==> src/hw/rtl/assert_macros.svh <==
// Assertion helpers for the heap block. Every check runs on clk and is
// held off while rst_n is low.
`ifndef ASSERT_MACROS_SVH
`define ASSERT_MACROS_SVH

// The consequent must hold in the same cycle as the antecedent.
`define ASSERT_SAME(label, ante, cons, msg) \
  label: assert property (@(posedge clk) disable iff (!rst_n) (ante) |-> (cons)) \
    else $error(msg);

// The consequent must hold in the cycle after the antecedent.
`define ASSERT_NEXT(label, ante, cons, msg) \
  label: assert property (@(posedge clk) disable iff (!rst_n) (ante) |=> (cons)) \
    else $error(msg);

`endif

==> src/hw/rtl/imhdk_ram.sv <==
// ----------------------------------------------------------------------------
// imhdk_ram: generic single-port-write, single-port-read memory
// One write and one registered read per cycle.
// ----------------------------------------------------------------------------
module imhdk_ram #(
  parameter int unsigned WIDTH = 8,
  parameter int unsigned DEPTH = 16
) (
  input  logic                     clk,
  input  logic                     we,
  input  logic [$clog2(DEPTH)-1:0] waddr,
  input  logic [WIDTH-1:0]         wdata,
  input  logic [$clog2(DEPTH)-1:0] raddr,
  output logic [WIDTH-1:0]         rdata
);

  logic [WIDTH-1:0] mem [DEPTH];

  always_ff @(posedge clk) begin
    if (we) begin
      mem[waddr] <= wdata;
    end
    rdata <= mem[raddr];
  end

endmodule

==> config.mk <==
export PLATFORM = sky130hd
export DESIGN_NAME = imhdk_ram
export DESIGN_NICKNAME = d
export VERILOG_FILES = /design/src/hw/rtl/assert_macros.svh /design/src/hw/rtl/imhdk_ram.sv
export SDC_FILE = /design/constraint.sdc
export NUM_CORES = 1
export LEC_CHECK = 0
export BUFFER_PORTS_ARGS = -buffer_cell sky130_fd_sc_hd__buf_4
export CAP_MARGIN = 20
export CORE_MARGIN = 2
export CORE_UTILIZATION = 30
export CTS_BUF_LIST = sky130_fd_sc_hd__clkbuf_4
export CTS_CLUSTER_DIAMETER = 30
export CTS_CLUSTER_SIZE = 12
export DETAILED_ROUTE_END_ITERATION = 10
export PLACE_DENSITY = 0.43
export SYNTH_ARGS = -nofsm -noshare
export SYNTH_HDL_FRONTEND = slang
export SYNTH_SLANG_ARGS = --single-unit
==> constraint.sdc <==
create_clock -name clk -period 1.55 [get_ports clk]
set_input_delay 0.0775 -clock clk [delete_from_list [all_inputs] [get_ports clk]]
set_output_delay 0.0775 -clock clk [all_outputs]
set_load 0.05 [all_outputs]
Word level (Yosys, flattened, before mapping)
Memories as Yosys holds them, arrays and structs flattened. A register that Yosys moved wholly into a read port is not among the register bits.
Index checks and enable logic that the tools add are counted.
{"block": "op_classes", "mux": 2}
{"operator": "two-way mux 1 bit", "count": 2}
{"block": "word_totals", "inputBits": 18, "wordCells": 3, "n_memories": 1, "ff_bits": 0, "ram_bits": 128, "out_inout_bits": 8}
{"name": "mem", "words": 16, "width": 8, "read_ports": 1, "rd_clocked_by_memory_dff": 1, "wr": 1, "line": "imhdk_ram.sv:17", "text": "logic [WIDTH-1:0] mem [DEPTH];"}

Depth between registers and ports, before layout
{"block": "logic_depth", "word_depth": 2, "ltp_mapped": 5, "depth_no_buf": 3}

Worst setup path after synthesis
OpenSTA, ideal clock, no wires.
{"block": "synth_timing", "path_type": "input port to flip-flop", "from": "input port waddr[2]", "to": "memory mem[0][0], enable pin", "setup_time_ns": 0.383, "slack_ns": -0.020, "arrival_ns": 1.187, "t_required_ns": 1.167, "path_buffers": 0, "stages": 2, "cell_sequence": "or3b_2 nor3_1"}
{"element": "start, declared", "line": "imhdk_ram.sv:11", "text": "input logic [$clog2(DEPTH)-1:0] waddr,"}
{"element": "end, declared", "line": "imhdk_ram.sv:17"}
Straight into the memory's write port.

Worst setup path in the final report
{"block": "layout_timing", "from": "input port waddr[0]", "to": "memory mem[0][5], enable pin"}
Straight into the memory's write port.

==> key figures <==
Timing
  • Clk_skew: 0.0150 ns
  • Final hold vios: 0
  • RSZ-0062 raised after global routing: false
  • Setup violations, final: 0
  • Slew margin rel.: 0.434
  • Post-route clock period utilization: 0.937
  • Tightest Pin Transition: 0.847 ns
  • Period minus WS final: 1.45 ns
  • F_max: 689 MHz
  • Setup TNS: 0 ns
  • Max Slew Vio Count: 0

Power
  • Power, Total: 7.20 mW
  • Sw power: 1.51 mW
  • Static leakage: 2.11 nW
  • Logic pwr share: 0.075
  • Power Density: 1160 nW/um2
  • Switch share: 0.210
  • Pint: 5.68 mW
  • Max VDD drop: 0.455 mV
  • Clock share of power: 0.352
  • Sequential share of power: 0.573

Placement
  • Area after DPL: 5780 um2
  • Gp weighted congestion: 0.668
  • DP HPWL: 7380 um
  • Port Buf Inserts: 25
  • Placed insts: 493

Synthesis
  • Top cells by area, synth: edfxtp_1, mux4_2, mux4_1, dfxtp_1, a22oi_1
  • Synth cell types: 19
  • Yosys warnings: 0
  • Mean Syn Cell Area: 22.5 um2
  • Yosys top cell by area: edfxtp_1
  • Mapped cell area: 5150 um2
  • #FFs+latches synth: 136
  • Sequential area share after synthesis: 0.778
  • Yosys top cell area share: 0.747
  • Mapped Cells: 229
  • Syn_nets: 247

Critical path
  • Family with the most delay on the worst path: buffers and inverters
  • Worst setup SP type: input pin
  • Worst path cell trace: dlygate4sd3_1 > buf_4 > nor3_2 > dlygate4sd3_1 > buf_4
  • Crit path max fanout: 7
  • Highest cell delay on the worst timing path: 0.61 ns
  • Crit. Startpoint: waddr[0]
  • R2r setup slk: 0.13 ns
  • WP data required: 1.80 ns
  • WP buf/inv: 4
  • R2R cell count: 3
  • R2R Path Start: mem[0][4]
  • Crit path depth: 5
  • Worst setup path end: mem[0][5]
  • CP endpoint kind: flip-flop
  • Critical-path top delay cell: dlygate4sd3_1
  • Critical setup path kind: input pin to flip-flop
  • WP data arrival: 1.70 ns
  • R2R Path End: rdata[4]

Final layout
  • Share of layout cells above drive strength 1: 0.329
  • Area Growth Syn to Fin: 20.7%
  • Post-route insts no fill: 537
  • Design area: 6210 um2
  • Final core utilization: 0.372
  • Nets: 321
  • Commonest cells after routing, fill and taps aside: edfxtp_1, buf_4, clkbuf_4
  • Most common cell after layout, fill and taps aside: edfxtp_1

Die
  • Die area: 18200 um2
  • Core ar.: 16700 um2
  • Die Width: 135 um
  • Starting Density: 0.308
  • Row Count: 47
  • Io pins: 26
  • Die H: 135 um

Global route
  • Initial antenna violation count: 1
  • Vias in the first global route: 2679
  • Total grt overflow: 0
  • Largest net degree at the start of global routing: 17
  • Global-route wire length before repair: 16800 um
  • Total Routing Usage GR: 0.135

CTS
  • TritonCTS Sinks: 136
  • Worst skew pair latency: 0.54 ns
  • Total CTS buffers: 17
  • Root Buffer: clkbuf_4
  • CTS tree: yes
  • H-tree depth: 4
  • Clock tree buffer depth: 2
  • Post-CTS setup buffer count: 0
  • Clock transition at path regs: 0.11 ns

Routing
  • Final wirelength: 11200 um
  • Antenna viol nets, final: 0
  • Iteration-0 DRC Markers: 280
  • Vias per cell: 4.68
  • Post-detailed-route DRC marker count: 0
  • Drt wl/cell: 20.9 um
  • TritonRoute pass-1 iters: 7
  • Routed vias: 2514

Job
  • Max_cap viols: 0

Outcome
  • Status: finished, final reports clean

Worst hold path
  • Worst min-delay path category: input pin to flip-flop
-- per-layer routing --
layer	vias to the layer above	global-route usage	part of all wire
met4	0	0.0608	0.017
met1	1317	0.179	0.46
met2	55	0.212	0.48
li1	1126	-	-
met5	-	0	0
met3	16	0.0357	0.038
-- power by group through the flow --
stage,clock (mW),sequential [mW],combinational [mW]
6_report,2.53,4.13,0.540
5_1_grt,2.77,4.13,0.583
4_1_cts,2.63,4.13,0.553
3_5_place_dp,0,4.21,0.531
3_3_place_gp,0,4.21,0.528
2_1_floorplan,0,4.29,0.209
-- through the flow --
| stage | worst slack, ns | hold slack [ns] |
|---|---|---|
| after global routing | 0.0173 | 0.0458 |
| after detailed placement | 0.0458 | 0.396 |
| after floorplan | 0.206 | 0.176 |
| after global placement | 0.0503 | 0.389 |
| after CTS | 0.122 | 0.0265 |
| final | 0.0979 | 0.0832 |
-- cell type report --
type                       count  area [um2]
fill                        1589       10500
antenna                        1        2.50
sequential                   136        4000
timing repair buffer          65         553
clock buffer                  22         165
multi-input combinational     83        1060
tap                          220         275
clock inverter                10         151
-- kinds of logic after synthesis --
kind of cell           after synthesis  synth area share
muxes                               32             0.150
DFF                                136             0.778
buffers and inverters               10            0.0168
AOI/OAI and AO/OA                   16            0.0233
and+or+nand+nor                     35            0.0318
-- worst min-delay path: cells and delay by family --
| kind | cells | cell delay [ns] |
|---|---|---|
| buffers and inverters | 2 | 0.30 |
| AND/OR/NAND/NOR | 1 | 0.06 |
-- registers in the layout, summed over array words and instances, names as in the netlist --
name and cells:
mem 128, rdata 8
-- cells in the mapped netlist --
library cell / instances
nor2_1: 13
nor2b_1: 1
nand2b_1: 2
buf_2: 3
a22oi_1: 16
nand3b_1: 2
and2b_1: 1
clkdlybuf4s25_2: 3
nand3_1: 1
nand2_1: 9
mux4_2: 18
edfxtp_1: 128
buf_6: 3
or3b_2: 1
mux4_1: 14
nor3_1: 4
and2_1: 1
buf_4: 1
dfxtp_1: 8
-- worst min-delay path by stage --
stage,startpoint,to,cells past startpoint
after detailed placement,wdata[0],mem[5][0],1
final,waddr[1],mem[4][4],3
after global placement,wdata[1],mem[6][1],1
after floorplan,wdata[0],mem[0][0],0
after CTS,waddr[1],mem[4][4],3
after global routing,waddr[1],mem[4][4],3
-- timing repair --
action / CTS / global route
resized for setup: 0 / 0
hold endpoints to repair: 136 / 0
hold buffers: 11 / 0
No activity file was read; power rests on OpenSTA's default activity.
